**config.mk**
```make
export PLATFORM = sky130hd
export DESIGN_NAME = edge_interrupt_dispatcher
export DESIGN_NICKNAME = d
export VERILOG_FILES = /design/src/sv/eid_pkg.sv /design/src/sv/eid_front.sv /design/src/sv/eid_queue.sv /design/src/sv/eid_back.sv /design/src/sv/edge_interrupt_dispatcher.sv
export VERILOG_INCLUDE_DIRS = /design/src /design/src/sv
export SDC_FILE = /design/constraint.sdc
export NUM_CORES = 1
export LEC_CHECK = 0
export BUFFER_PORTS_ARGS = -buffer_cell sky130_fd_sc_hd__clkbuf_2
export CORE_UTILIZATION = 50
export CTS_CLUSTER_DIAMETER = 200
export CTS_CLUSTER_SIZE = 8
export DETAILED_ROUTE_END_ITERATION = 8
export PLACE_DENSITY_LB_ADDON = 0.12
export SYNTH_ARGS = -nofsm -noshare
export SYNTH_HDL_FRONTEND = slang
export SYNTH_SLANG_ARGS = --single-unit
```
**constraint.sdc**
```tcl
create_clock -name i_clk -period 3.57 [get_ports i_clk]
set_input_delay 0.1785 -clock i_clk [delete_from_list [all_inputs] [get_ports i_clk]]
set_output_delay 0.1785 -clock i_clk [all_outputs]
set_load 0.01 [all_outputs]
```
**src/sv/edge_interrupt_dispatcher_assert.svh**
```systemverilog
// assertion macros used by the interrupt dispatcher back end
`ifndef EDGE_INTERRUPT_DISPATCHER_ASSERT_SVH
`define EDGE_INTERRUPT_DISPATCHER_ASSERT_SVH

// property that must hold at every clock edge outside reset
`define EID_ASSERT_HOLDS(lbl, expr) \
    lbl: assert property (@(posedge i_clk) disable iff (!i_rst_n) (expr)) \
        else $error("dispatcher invariant violated");

// property whose consequent must hold in the cycle after the antecedent
`define EID_ASSERT_NEXT(lbl, ante, cons) \
    lbl: assert property (@(posedge i_clk) disable iff (!i_rst_n) (ante) |=> (cons)) \
        else $error("dispatcher sequence violated");

`endif

```
**src/sv/eid_pkg.sv**
```systemverilog
// types and constants of the edge interrupt dispatcher
package eid_pkg;

    // field and register widths
    localparam int MASK_W     = 32;
    localparam int LINE_W     = 8;
    localparam int LINE_NUM_W = $clog2(MASK_W);
    localparam int STATUS_W   = 2;

    // command queue geometry
    localparam int Q_DEPTH = 2;
    localparam int Q_PTR_W = $clog2(Q_DEPTH);
    localparam int Q_CNT_W = $clog2(Q_DEPTH + 1);

    // input function codes
    localparam logic FUNC_SET  = 1'b0;
    localparam logic FUNC_TICK = 1'b1;

    // configuration register indexes
    localparam logic REG_ENABLE  = 1'b0;
    localparam logic REG_HANDLER = 1'b1;

    // result status codes
    typedef enum logic [STATUS_W-1:0] {
        ST_OK         = 2'd0,
        ST_BAD_LINE   = 2'd1,
        ST_FIRED      = 2'd2,
        ST_EMPTY_TICK = 2'd3
    } t_status;

    // command kinds passed from front to back
    typedef enum logic [1:0] {
        KIND_OK   = 2'd0,
        KIND_BAD  = 2'd1,
        KIND_TICK = 2'd2
    } t_kind;

    // one queued command: kind plus the lines that fired on a tick
    typedef struct packed {
        t_kind             kind;
        logic [MASK_W-1:0] fire;
    } t_cmd;

endpackage

```
**src/sv/eid_front.sv**
```systemverilog
// front end: accepts items, keeps pending state and masks, builds commands
module eid_front #(
    parameter int LINE_COUNT = 32
) (
    input  logic                        i_clk,
    input  logic                        i_rst_n,
    input  logic                        i_accept,
    input  logic                        i_func,
    input  logic [eid_pkg::LINE_W-1:0]  i_line,
    input  logic                        i_pending_level,
    input  logic                        i_cfg_we,
    input  logic                        i_cfg_index,
    input  logic [eid_pkg::MASK_W-1:0]  i_cfg_data,
    output logic                        o_push,
    output eid_pkg::t_cmd               o_cmd
);
    import eid_pkg::*;

    localparam int IDX_W = (LINE_COUNT > 1) ? $clog2(LINE_COUNT) : 1;
    localparam logic [LINE_W:0] LINE_LIMIT = (LINE_W + 1)'(LINE_COUNT);

    logic [LINE_COUNT-1:0] r_pend, n_pend;
    logic [LINE_COUNT-1:0] r_snap, n_snap;
    logic [MASK_W-1:0]     r_en;
    logic [MASK_W-1:0]     r_hp;
    logic [MASK_W-1:0]     w_pend_v;
    logic [MASK_W-1:0]     w_snap_v;
    logic [MASK_W-1:0]     w_lmask;
    logic                  w_line_ok;

    // register-width views of the line state, bits past the line count read zero
    for (genvar gi = 0; gi < MASK_W; gi++) begin : g_view
        if (gi < LINE_COUNT) begin : g_live
            assign w_pend_v[gi] = r_pend[gi];
            assign w_snap_v[gi] = r_snap[gi];
            assign w_lmask[gi]  = 1'b1;
        end else begin : g_dead
            assign w_pend_v[gi] = 1'b0;
            assign w_snap_v[gi] = 1'b0;
            assign w_lmask[gi]  = 1'b0;
        end
    end

    assign w_line_ok = ({1'b0, i_line} < LINE_LIMIT);

    // next pending bits and snapshot
    always_comb begin
        n_pend = r_pend;
        n_snap = r_snap;
        if (i_accept) begin
            if (i_func == FUNC_SET) begin
                if (w_line_ok) begin
                    n_pend[i_line[IDX_W-1:0]] = i_pending_level;
                end
            end else begin
                n_snap = r_pend;
            end
        end
    end

    // command for the back end
    always_comb begin
        o_push   = i_accept;
        o_cmd.fire = '0;
        if (i_func == FUNC_TICK) begin
            o_cmd.kind = KIND_TICK;
            o_cmd.fire = w_pend_v & ~w_snap_v & r_en & r_hp;
        end else if (w_line_ok) begin
            o_cmd.kind = KIND_OK;
        end else begin
            o_cmd.kind = KIND_BAD;
        end
    end

    // line state
    always_ff @(posedge i_clk) begin
        if (!i_rst_n) begin
            r_pend <= '0;
            r_snap <= '0;
        end else begin
            r_pend <= n_pend;
            r_snap <= n_snap;
        end
    end

    // configuration masks
    always_ff @(posedge i_clk) begin
        if (!i_rst_n) begin
            r_en <= w_lmask;
            r_hp <= '0;
        end else if (i_cfg_we) begin
            case (i_cfg_index)
                REG_ENABLE:  r_en <= i_cfg_data & w_lmask;
                REG_HANDLER: r_hp <= i_cfg_data & w_lmask;
                default:     r_en <= r_en;
            endcase
        end
    end

endmodule

```
**src/sv/eid_queue.sv**
```systemverilog
// two-entry command queue between front and back
module eid_queue (
    input  logic          i_clk,
    input  logic          i_rst_n,
    input  logic          i_push,
    input  eid_pkg::t_cmd i_cmd,
    input  logic          i_pop,
    output logic          o_full,
    output logic          o_nonempty,
    output eid_pkg::t_cmd o_head
);
    import eid_pkg::*;

    t_cmd                r_mem [Q_DEPTH];
    logic [Q_PTR_W-1:0]  r_wr_ptr;
    logic [Q_PTR_W-1:0]  r_rd_ptr;
    logic [Q_CNT_W-1:0]  r_count;
    logic                w_push;
    logic                w_pop;

    assign o_full     = (r_count == Q_CNT_W'(Q_DEPTH));
    assign o_nonempty = (r_count != '0);
    assign o_head     = r_mem[r_rd_ptr];
    assign w_push     = i_push && !o_full;
    assign w_pop      = i_pop && o_nonempty;

    // entry storage
    always_ff @(posedge i_clk) begin
        if (w_push) begin
            r_mem[r_wr_ptr] <= i_cmd;
        end
    end

    // pointers and fill count
    always_ff @(posedge i_clk) begin
        if (!i_rst_n) begin
            r_wr_ptr <= '0;
            r_rd_ptr <= '0;
            r_count  <= '0;
        end else begin
            if (w_push) begin
                r_wr_ptr <= r_wr_ptr + 1'b1;
            end
            if (w_pop) begin
                r_rd_ptr <= r_rd_ptr + 1'b1;
            end
            case ({w_push, w_pop})
                2'b10:   r_count <= r_count + 1'b1;
                2'b01:   r_count <= r_count - 1'b1;
                default: r_count <= r_count;
            endcase
        end
    end

endmodule

```
**src/sv/eid_back.sv**
```systemverilog
// back end: drains commands into result beats, one fired line per beat
`include "edge_interrupt_dispatcher_assert.svh"
module eid_back (
    input  logic                           i_clk,
    input  logic                           i_rst_n,
    input  logic                           i_nonempty,
    input  eid_pkg::t_cmd                  i_head,
    output logic                           o_pop,
    input  logic                           i_stall,
    output logic                           o_valid,
    output logic [eid_pkg::STATUS_W-1:0]   o_status,
    output logic [eid_pkg::LINE_NUM_W-1:0] o_fired_line,
    output logic                           o_last
);
    import eid_pkg::*;

    logic                  r_valid, n_valid;
    logic                  r_busy, n_busy;
    logic [MASK_W-1:0]     r_vec, n_vec;
    t_status               r_status, n_status;
    logic [LINE_NUM_W-1:0] r_fired_line, n_fired_line;
    logic                  r_last, n_last;
    logic                  w_load;
    logic [MASK_W-1:0]     w_src;
    logic [MASK_W-1:0]     w_rest;
    logic [LINE_NUM_W-1:0] w_hi;

    assign w_load = !r_valid || !i_stall;
    assign w_src  = r_busy ? r_vec : i_head.fire;

    // highest set line of the source vector
    always_comb begin
        w_hi = '0;
        for (int i = 0; i < MASK_W; i++) begin
            if (w_src[i]) begin
                w_hi = LINE_NUM_W'(i);
            end
        end
    end

    // lines still to report after this beat
    always_comb begin
        w_rest       = w_src;
        w_rest[w_hi] = 1'b0;
    end

    // result selection
    always_comb begin
        n_valid      = r_valid;
        n_busy       = r_busy;
        n_vec        = r_vec;
        n_status     = r_status;
        n_fired_line = r_fired_line;
        n_last       = r_last;
        o_pop        = 1'b0;
        if (w_load) begin
            n_fired_line = '0;
            n_last       = 1'b1;
            if (r_busy) begin
                n_valid      = 1'b1;
                n_status     = ST_FIRED;
                n_fired_line = w_hi;
                n_last       = (w_rest == '0);
                n_busy       = (w_rest != '0);
                n_vec        = w_rest;
            end else if (i_nonempty) begin
                o_pop   = 1'b1;
                n_valid = 1'b1;
                case (i_head.kind)
                    KIND_BAD: begin
                        n_status = ST_BAD_LINE;
                    end
                    KIND_TICK: begin
                        if (w_src == '0) begin
                            n_status = ST_EMPTY_TICK;
                        end else begin
                            n_status     = ST_FIRED;
                            n_fired_line = w_hi;
                            n_last       = (w_rest == '0);
                            n_busy       = (w_rest != '0);
                            n_vec        = w_rest;
                        end
                    end
                    default: begin
                        n_status = ST_OK;
                    end
                endcase
            end else begin
                n_valid = 1'b0;
            end
        end
    end

    // control state
    always_ff @(posedge i_clk) begin
        if (!i_rst_n) begin
            r_valid <= 1'b0;
            r_busy  <= 1'b0;
        end else begin
            r_valid <= n_valid;
            r_busy  <= n_busy;
        end
    end

    // result payload and remaining lines
    always_ff @(posedge i_clk) begin
        r_vec        <= n_vec;
        r_status     <= n_status;
        r_fired_line <= n_fired_line;
        r_last       <= n_last;
    end

    assign o_valid      = r_valid;
    assign o_status     = r_status;
    assign o_fired_line = r_fired_line;
    assign o_last       = r_last;

    // checks
    `EID_ASSERT_HOLDS(a_busy_has_lines, r_busy |-> (r_vec != '0))
    `EID_ASSERT_HOLDS(a_single_beat_form, (r_valid && r_status != ST_FIRED) |-> (r_fired_line == '0 && r_last))
    `EID_ASSERT_HOLDS(a_more_lines_follow, (r_valid && r_status == ST_FIRED && !r_last) |-> r_busy)
    `EID_ASSERT_HOLDS(a_no_pop_mid_tick, r_busy |-> !o_pop)
    `EID_ASSERT_NEXT(a_busy_only_after_fired, ($rose(r_busy)), (r_valid && r_status == ST_FIRED))

endmodule

```
**src/sv/edge_interrupt_dispatcher.sv**
```systemverilog
// top level of the edge interrupt dispatcher
// an accepted item is written into the command queue, and its first result beat is registered in the back end
// throughput: one beat per cycle when not stalled; a set-pending item is one beat, a tick one beat per fired line
// a tick with no fired line gives one beat; the back end drains one line per cycle unless i_stall holds it
// the front takes a new item whenever the two-entry command queue has room
// reset: synchronous, clears pending bits, snapshot, queue and output; masks to reset values
module edge_interrupt_dispatcher #(
    parameter int LINE_COUNT = 32
) (
    input  logic                           i_clk,
    input  logic                           i_rst_n,
    input  logic                           i_valid,
    output logic                           o_stall,
    input  logic                           i_func,
    input  logic [eid_pkg::LINE_W-1:0]     i_line,
    input  logic                           i_pending_level,
    output logic                           o_valid,
    input  logic                           i_stall,
    output logic [eid_pkg::STATUS_W-1:0]   o_status,
    output logic [eid_pkg::LINE_NUM_W-1:0] o_fired_line,
    output logic                           o_last,
    input  logic                           i_cfg_valid,
    output logic                           o_cfg_ready,
    input  logic                           i_cfg_index,
    input  logic [eid_pkg::MASK_W-1:0]     i_cfg_data
);
    import eid_pkg::*;

    logic w_full;
    logic w_nonempty;
    logic w_accept;
    logic w_push;
    logic w_pop;
    t_cmd w_cmd;
    t_cmd w_head;

    // input beat handshake
    assign o_stall     = w_full;
    assign w_accept    = i_valid && !w_full;
    assign o_cfg_ready = 1'b1;

    eid_front #(
        .LINE_COUNT (LINE_COUNT)
    ) u_front (
        .i_clk           (i_clk),
        .i_rst_n         (i_rst_n),
        .i_accept        (w_accept),
        .i_func          (i_func),
        .i_line          (i_line),
        .i_pending_level (i_pending_level),
        .i_cfg_we        (i_cfg_valid),
        .i_cfg_index     (i_cfg_index),
        .i_cfg_data      (i_cfg_data),
        .o_push          (w_push),
        .o_cmd           (w_cmd)
    );

    eid_queue u_queue (
        .i_clk      (i_clk),
        .i_rst_n    (i_rst_n),
        .i_push     (w_push),
        .i_cmd      (w_cmd),
        .i_pop      (w_pop),
        .o_full     (w_full),
        .o_nonempty (w_nonempty),
        .o_head     (w_head)
    );

    eid_back u_back (
        .i_clk        (i_clk),
        .i_rst_n      (i_rst_n),
        .i_nonempty   (w_nonempty),
        .i_head       (w_head),
        .o_pop        (w_pop),
        .i_stall      (i_stall),
        .o_valid      (o_valid),
        .o_status     (o_status),
        .o_fired_line (o_fired_line),
        .o_last       (o_last)
    );

endmodule

```
==> impl_metrics.py, run 1 <==
metrics = {
    "synthesis": {
        "yosys.area.top_type": "sky130_fd_sc_hd__edfxtp_1",
        "yosys_register_bits": 243,
        "post_synth_num_cell_types": 64,
        "ys_top_cells_by_count": "300 x sky130_fd_sc_hd__nand2_1, 135 x sky130_fd_sc_hd__dfxtp_1, 108 x sky130_fd_sc_hd__edfxtp_1, 93 x sky130_fd_sc_hd__a21boi_0, 67 x sky130_fd_sc_hd__nor2_1",
        "synthesis.area_um2": 10830,
        "synth.most_common_cell": "sky130_fd_sc_hd__nand2_1",
        "synthesis.area_per_instance_um2": 9.651,
        "synth_area_leaders": "sky130_fd_sc_hd__edfxtp_1 30%, sky130_fd_sc_hd__dfxtp_1 25%, sky130_fd_sc_hd__nand2_1 10%",
        "async_reset_ff_share_pct": 0,
        "synth.top_cell.area_share_pct": 29.95,
        "post_synth_inst_count": 1122,
        "ys.flop_type": "sky130_fd_sc_hd__dfxtp_1",
        "sequential_cell_area_fraction_in_the_yosys_report_pct": 54.91,
        "synth_edf_count": 108,
        "synth_warnings": 0,
        "postSynthNetCount": 1174,
    },
    "setup_path": {
        "flop2flop_setup_slack_ns": 0.03,
        "worst-endpoint-required_ns": 3.97,
        "reg2reg_depth": 13,
        "crit_fanout": 8,
        "worst_ep_arrival_time_ns": 3.93,
        "worstSetupEndpointType": "register",
        "crit_path_start_kind": "register",
        "critPathKind": "register to register",
        "r2r-end": "u_back.o_last",
        "endpoint": "u_back.o_last",
    },
    "cts": {
        "tritoncts_buffers": 36,
        "cts.htree.levels": 2,
        "cts.sinks": 243,
        "clock_tree_from_tritoncts": "done",
        "worst_skew_pair.late_latency_ns": 0.52,
        "path_clk_slew_ns": 0.06,
        "cts.root.buffer_cell": "sky130_fd_sc_hd__clkbuf_16",
        "cts.path.max_buffers": 3,
    },
    "outcome": {
        "result_of_the_run": "complete, no violations",
    },
    "floorplanning": {
        "floorplan.io_pins": 59,
        "initial_core_util_pct": 51.19,
        "die_w_um": 149.2,
        "fp-row-count": 53,
        "die-height_um": 149.2,
        "floorplan.die_area_um2": 22250,
        "placeable_core_region_um2": 21150,
    },
    "timing": {
        "worst_slew_margin_pct": 25.03,
        "setup_tns_ns": 0,
        "finalWorstPathRequiredPeriod_ns": 3.538,
        "count_of_endpoints_failing_setup_in_the_final_report": 0,
        "timing.final.max_slew_violations": 0,
        "finalHoldViolCount": 0,
        "timing.clock.skew_ns": 0.02044,
        "highest_clock_rate_mhz": 282.7,
        "max_slew.worst_pin.slew_ns": 1.124,
        "min_period_over_period_pct": 99.10,
        "unrepaired_setup_endpoints_after_global_routing": "true",
    },
    "cells_and_area": {
        "layout.cell_area.non_filler_um2": 13530,
        "layout.cells.non_filler": 1572,
        "antenna_cells_inserted": 0,
        "drive_above_1_share_pct": 18.74,
        "finish.net_count": 1331,
        "area_growth_syn_to_layout_pct": 24.94,
        "count_of_filler_cells_inserted_in_the_layout": 1770,
        "utilization_pct": 63.95,
    },
    "place": {
        "place.gp.congestion": 0.9727,
        "place.detailed.hpwl_um": 17850,
        "port_buffer_count": 57,
        "post-place-cells": 1465,
        "placedInstanceArea_um2": 11820,
    },
    "routing": {
        "wirelength_um": 27240,
        "routed_wire_length_per_instance_um": 17.33,
        "dr.pass1.iters": 5,
        "initialDrtViolationCount": 442,
        "viasPerCell": 5.432,
        "route.vias.total": 8539,
        "detail_route.drc_violations": 0,
        "detail-route-antenna-nets": 0,
    },
    "pwr": {
        "leakagePower_nw": 4.938,
        "power-per-cell-area_nw_per_um2": 692.8,
        "vdd_ir_drop_max_v": 0.0003606,
    },
    "run": {
        "max_cap_violations": 0,
    },
    "global_routing": {
        "grt_max_degree": 127,
        "grt_remaining_overflow": 0,
        "grt_pass1_vias": 8021,
        "grt_antenna_before_repair": 0,
        "groute.usage.overall_pct": 24.75,
        "first_pass_grt_wire_length_um": 42810,
    },
    "min_path": {
        "hold_path.class": "input pin to register",
        "worst_hold_startpoint": "i_valid",
    },
}
-- per-layer routing --
layer	GRT usage (%)	wire length, µm	share of wire (%)
met1	34.25	12670	47
met3	3.976	1389	5.1
met4	9.490	707	2.6
met5	0	0	0
met2	38.88	12470	46
-- layout make-up --
type	instances	area [µm²]	area share (%)
clock inverter	3	53.80	0.3977
tap	275	344.1	2.543
clock buffer	53	985.9	7.288
timing repair buffer	182	1395	10.31
multi-input combinational	808	4768	35.25
sequential	243	5951	43.99
inverter	8	30.03	0.2220
-- worst min-delay path by stage --
stage	cells past startpoint	end	slack (ns)
global placement	3	u_front.r_en[15]	0.41
finish	3	u_queue.r_wr_ptr	0.03
CTS	3	u_queue.r_wr_ptr	0.03
floorplan	0	u_queue.r_mem[0][33]	0.28
global route	3	u_queue.r_wr_ptr	0.05
detailed placement	3	u_front.r_en[12]	0.41
-- timing repair --
item | CTS | global route
gates cloned | 0 | 2
hold endpoints to repair | 64 | 0
gates resized for setup | 3 | 33
pin swaps | 1 | 9
hold buffers | 32 | 0
setup endpoints to repair | 2 | 2
setup buffers | 1 | 16
-- cells by family (layout without fill, tap and decap cells) --
| kind of cell | Yosys count | in the layout | synth area share, % |
|---|---|---|---|
| and+or+nand+nor | 534 | 534 | 22.52 |
| DFF | 243 | 243 | 54.91 |
| AOI/OAI and AO/OA | 205 | 205 | 12.79 |
| buffers and inverters | 71 | 246 | 2.981 |
| muxes | 59 | 59 | 5.928 |
| adders and majority gates | 5 | 5 | 0.5547 |
| xor gates and xnor gates | 3 | 3 | 0.2427 |
| other | 2 | 2 | 0.06936 |
-- flip-flops by register name, indices dropped and copies added, names as in the netlist, named ones only --
signal and flops:
u_back.o_fired_line 5, u_back.o_last 1, u_back.o_status 2, u_back.o_valid 1
u_back.r_busy 1, u_back.r_vec 32, u_front.r_en 32, u_front.r_hp 32
u_front.r_pend 32, u_front.r_snap 32, u_queue.r_count 2, u_queue.r_mem 68
u_queue.r_rd_ptr 1, u_queue.r_wr_ptr 1
-- through the flow --
step | power [mW] | hold WS (ns) | setup slack [ns]
floorplan | 4.969 | 0.2774 | 0.006920
global placement | 5.978 | 0.4075 | 0.04587
detailed placement | 5.963 | 0.4107 | -0.03967
CTS | 9.133 | 0.02858 | 0.002489
global route | 9.773 | 0.04737 | -0.1199
finish | 9.372 | 0.03270 | 0.03227
-- layout by cell type (no fill, tap or decap), types with 5 or more instances in the layout --
master	n
sky130_fd_sc_hd__nand3b_1	32
sky130_fd_sc_hd__clkbuf_1	16
sky130_fd_sc_hd__nand4_1	8
sky130_fd_sc_hd__nand2_1	299
sky130_fd_sc_hd__a21oi_1	33
sky130_fd_sc_hd__dfxtp_1	133
sky130_fd_sc_hd__a21boi_0	92
sky130_fd_sc_hd__inv_1	8
sky130_fd_sc_hd__mux2_1	8
sky130_fd_sc_hd__mux2i_1	28
sky130_fd_sc_hd__o21a_1	12
sky130_fd_sc_hd__clkbuf_16	39
sky130_fd_sc_hd__mux2i_4	7
sky130_fd_sc_hd__nor2b_1	12
sky130_fd_sc_hd__clkbuf_2	56
sky130_fd_sc_hd__o21ai_0	27
sky130_fd_sc_hd__buf_4	87
sky130_fd_sc_hd__dlygate4sd3_1	32
sky130_fd_sc_hd__and2_1	7
sky130_fd_sc_hd__mux2_2	5
sky130_fd_sc_hd__nand3_1	59
sky130_fd_sc_hd__nor3_1	12
sky130_fd_sc_hd__nor2_1	63
sky130_fd_sc_hd__mux2i_2	7
sky130_fd_sc_hd__o21ai_1	5
sky130_fd_sc_hd__edfxtp_1	108
-- power breakdown --
part / switching (mW) / leakage [nW] / internal [mW]
Combinational: 1.58 / 2.30 / 1.21
Clock: 1.21 / 0.493 / 1.90
Sequential: 0.139 / 2.14 / 3.34
-- critical path, cell delays in order, from the launching register on --
cell	delay (ns)
sky130_fd_sc_hd__dfxtp_4	0.39
sky130_fd_sc_hd__buf_12	0.13
sky130_fd_sc_hd__buf_12	0.13
sky130_fd_sc_hd__mux2_4	0.31
sky130_fd_sc_hd__mux2i_4	0.23
sky130_fd_sc_hd__nand4_4	0.15
sky130_fd_sc_hd__nor4_4	0.32
sky130_fd_sc_hd__and4_1	0.23
sky130_fd_sc_hd__and2b_1	0.17
sky130_fd_sc_hd__a21oi_2	0.07
sky130_fd_sc_hd__or4_1	0.50
sky130_fd_sc_hd__or4_4	0.45
sky130_fd_sc_hd__nor3_4	0.19
sky130_fd_sc_hd__or2_1	0.12
Power figures use the tool's default switching activity.
==> run 2, diff against run 1 <==
--- a/config.mk
+++ b/config.mk
@@ -14,4 +14,5 @@
 export PLACE_DENSITY_LB_ADDON = 0.12
 export SYNTH_ARGS = -nofsm -noshare
 export SYNTH_HDL_FRONTEND = slang
+export SYNTH_HIERARCHICAL = 1
 export SYNTH_SLANG_ARGS = --single-unit
==> impl_metrics.py, run 2 <==
metrics = {
    "outcome": {
        "result_of_the_run": "finished, violations left",
        "failing_checks": "design-rule violations",
    },
    "global_routing": {
        "grt_remaining_overflow": 0,
        "grt_pass1_vias": 8381,
        "grt_max_degree": 82,
        "groute.usage.overall_pct": 24.56,
        "first_pass_grt_wire_length_um": 45240,
        "grt_antenna_before_repair": 0,
    },
    "cts": {
        "cts.root.buffer_cell": "sky130_fd_sc_hd__clkbuf_16",
        "cts.sinks": 243,
        "worst_skew_pair.late_latency_ns": 0.50,
        "cts.path.max_buffers": 3,
        "cts.htree.levels": 2,
        "path_clk_slew_ns": 0.05,
        "clock_tree_from_tritoncts": "done",
        "tritoncts_buffers": 36,
    },
    "synthesis": {
        "post_synth_inst_count": 1117,
        "post_synth_num_cell_types": 77,
        "synth_adder_area_share_pct": 0.3314,
        "synthesis.area_per_instance_um2": 10.14,
        "synth_compound_gate_area_share_pct": 10.62,
        "postSynthNetCount": 1168,
        "synth.top_cell.area_share_pct": 28.63,
        "synth_xor_xnor_area_share_pct": 0.2320,
        "ys_top_cells_by_count": "241 x sky130_fd_sc_hd__nand2_1, 135 x sky130_fd_sc_hd__dfxtp_1, 108 x sky130_fd_sc_hd__edfxtp_1, 89 x sky130_fd_sc_hd__nand3_1, 60 x sky130_fd_sc_hd__a21boi_0",
        "synth_area_leaders": "sky130_fd_sc_hd__edfxtp_1 29%, sky130_fd_sc_hd__dfxtp_1 24%, sky130_fd_sc_hd__nand2_1 8.0%",
        "yosys-mux-area-fraction_pct": 9.014,
        "sequential_cell_area_fraction_in_the_yosys_report_pct": 52.49,
        "ys.flop_type": "sky130_fd_sc_hd__dfxtp_1",
        "synthesis.area_um2": 11330,
        "synth.most_common_cell": "sky130_fd_sc_hd__nand2_1",
        "async_reset_ff_share_pct": 0,
        "dominant_combinational_cell_family_by_area_after_synthesis": "simple AND/OR/NAND/NOR gates",
        "yosys_register_bits": 243,
        "post_synth_and_or_nand_nor_area_fraction_pct": 23.89,
        "synth_edf_count": 108,
        "yosys.area.top_type": "sky130_fd_sc_hd__edfxtp_1",
        "synth_warnings": 6,
    },
    "cells_and_area": {
        "largest_register_ff_count": 68,
        "registers.top_by_ff_count": "u_queue/r_mem",
        "final_cell_mix": "241 x sky130_fd_sc_hd__nand2_1, 133 x sky130_fd_sc_hd__dfxtp_1, 108 x sky130_fd_sc_hd__edfxtp_1",
        "count_of_filler_cells_inserted_in_the_layout": 1904,
        "multi_input_comb_area_um2": 5096,
        "area_growth_syn_to_layout_pct": 18.97,
        "finish.net_count": 1276,
        "layout.cells.non_filler": 1522,
        "drive_above_1_share_pct": 19.08,
        "antenna_cells_inserted": 0,
        "layout.cell_area.non_filler_um2": 13480,
        "utilization_pct": 61.18,
        "ff_latch_area_um2": 5953,
        "final_common_cell": "sky130_fd_sc_hd__nand2_1",
    },
    "floorplanning": {
        "floorplan.die_area_um2": 23260,
        "fp-row-count": 54,
        "die-height_um": 152.5,
        "die_w_um": 152.5,
        "floorplan.io_pins": 59,
        "initial_core_util_pct": 51.43,
        "placeable_core_region_um2": 22030,
    },
    "run": {
        "max_cap_violations": 0,
    },
    "pwr": {
        "comb_power_share_pct": 30.9,
        "leakagePower_nw": 4.975,
        "switching_share_pct": 32.35,
        "cellInternalPower_mw": 6.552,
        "clockPowerShare_pct": 30.9,
        "sequentialPowerShare_pct": 38.1,
        "vdd_ir_drop_max_v": 0.0003662,
        "power-per-cell-area_nw_per_um2": 718.7,
        "net-switching-power_mw": 3.133,
    },
    "routing": {
        "detail_route.drc_violations": 1,
        "route.vias.total": 8441,
        "wirelength_um": 28230,
        "detail-route-antenna-nets": 0,
        "initialDrtViolationCount": 582,
        "routed_wire_length_per_instance_um": 18.55,
        "viasPerCell": 5.546,
        "dr.pass1.iters": 9,
    },
    "setup_path": {
        "flop2flop_setup_slack_ns": 0.10,
        "critPathMaxStageDelay_ns": 0.42,
        "worst-endpoint-required_ns": 3.93,
        "crit_path_start_kind": "register",
        "critPathKind": "register to register",
        "crit_chain": "buf_12 > mux2_2 > or3_1 > a222oi_1 > o32a_1 > o21a_1 > o21a_1 > mux2_2 > a2111o_1 > nor4_2 > a41o_1",
        "r2r-end": "u_back/o_last",
        "worstSetupEndpointType": "register",
        "worst_ep_arrival_time_ns": 3.83,
        "reg2reg_depth": 11,
        "crit_slowest_cell": "sky130_fd_sc_hd__a2111o_1",
        "crit_fanout": 14,
    },
    "min_path": {
        "hold_path.class": "input pin to register",
        "hold-path-endpoint": "u_back/o_status[1]",
        "worst_hold_startpoint": "i_stall",
        "hold_path_depth": 2,
    },
    "place": {
        "place.detailed.hpwl_um": 18110,
        "port_buffer_count": 57,
        "placedInstanceArea_um2": 12050,
        "place.gp.congestion": 0.8966,
        "post-place-cells": 1433,
    },
    "timing": {
        "max_slew.worst_pin.slew_ns": 0.8905,
        "finalWorstPathRequiredPeriod_ns": 3.469,
        "highest_clock_rate_mhz": 288.3,
        "min_period_over_period_pct": 97.16,
        "timing.final.max_slew_violations": 0,
        "finalHoldViolCount": 0,
        "worst_slew_margin_pct": 40.51,
        "count_of_endpoints_failing_setup_in_the_final_report": 0,
        "timing.clock.skew_ns": 0.01299,
    },
}
[run 2: cell types whose count changed in the layout (fill, tap and decap cells not counted), sizes merged, moves of 22 or more]
| cell | delta |
|---|---|
| nand3b | -32 |
| nor2 | -36 |
| a21boi | -24 |
| mux2 | +22 |
| buf | -41 |
| nand3 | +30 |
| nand2 | -59 |
| nor3b | +52 |
[run 2: cells by family (layout without fill, tap and decap cells)]
logic type / after synthesis / after routing
compound gates: 168 / 168
xor+xnor: 3 / 3
fa+ha+maj: 3 / 3
buf+inv: 81 / 206
flops: 243 / 243
mux: 93 / 93
other cells: 2 / 2
simple gates: 524 / 524
[run 2: cell type report]
| class | instances | area share [%] |
|---|---|---|
| Clock inverter | 3 | 0.2414 |
| Sequential cell | 243 | 44.18 |
| Timing Repair Buffer | 140 | 7.725 |
| Inverter | 11 | 0.3064 |
| Tap cell | 280 | 2.600 |
| Multi-Input combinational cell | 793 | 37.82 |
| Clock buffer | 52 | 7.131 |
[run 2: per-stage QoR]
step	setup TNS [ns]	setup WS, ns	power [mW]	hold slack, ns
2_1_floorplan	0	0.03804	5.555	0.3002
3_3_place_gp	0	0.1210	6.563	0.4028
3_5_place_dp	0	0.06028	6.560	0.4082
4_1_cts	0	0.03942	9.617	0.08532
5_1_grt	-0.02136	-0.02018	10.17	0.1218
6_report	0	0.1012	9.684	0.1006
[run 2: worst max path at each step]
stage	to	slack, ns	cells after the start
floorplan	u_back/r_busy	0.04	12
global placement	u_back/r_busy	0.12	11
detailed placement	u_back/r_busy	0.06	13
CTS	u_back/r_busy	0.04	13
global route	u_back/o_last	-0.02	11
finish	u_back/o_last	0.10	11
[run 2: repair_timing]
action                                  4_1_cts  5_1_grt
setup buffers                                 0        1
hold buffers                                 32        0
gates resized for setup                       0       15
hold endpoints to repair                     64        0
endpoints found under the setup margin        0        2
[run 2: critical path, delay by kind of cell (launching register included)]
kind	cells	cell delay, ns
buffers and inverters	1	0.16
multiplexers	2	0.73
AO/OA/AOI/OAI	6	1.43
AND/OR/NAND/NOR	2	0.62
flip-flops	1	0.38
[run 2: layer usage]
layer	global-route usage, %	routed length, µm
met5	0	0
met4	6.590	531
met2	38.73	12780
met1	35.22	13550
met3	3.840	1363
[run 2: power groups by stage]
stage / clock network, mW / logic, mW / registers, mW
final: 3.00 / 3.00 / 3.69
after global routing: 3.18 / 3.26 / 3.73
after CTS: 3.06 / 2.87 / 3.69
after detailed placement: 0 / 2.82 / 3.74
after global placement: 0 / 2.83 / 3.74
after floorplan: 0 / 1.90 / 3.66
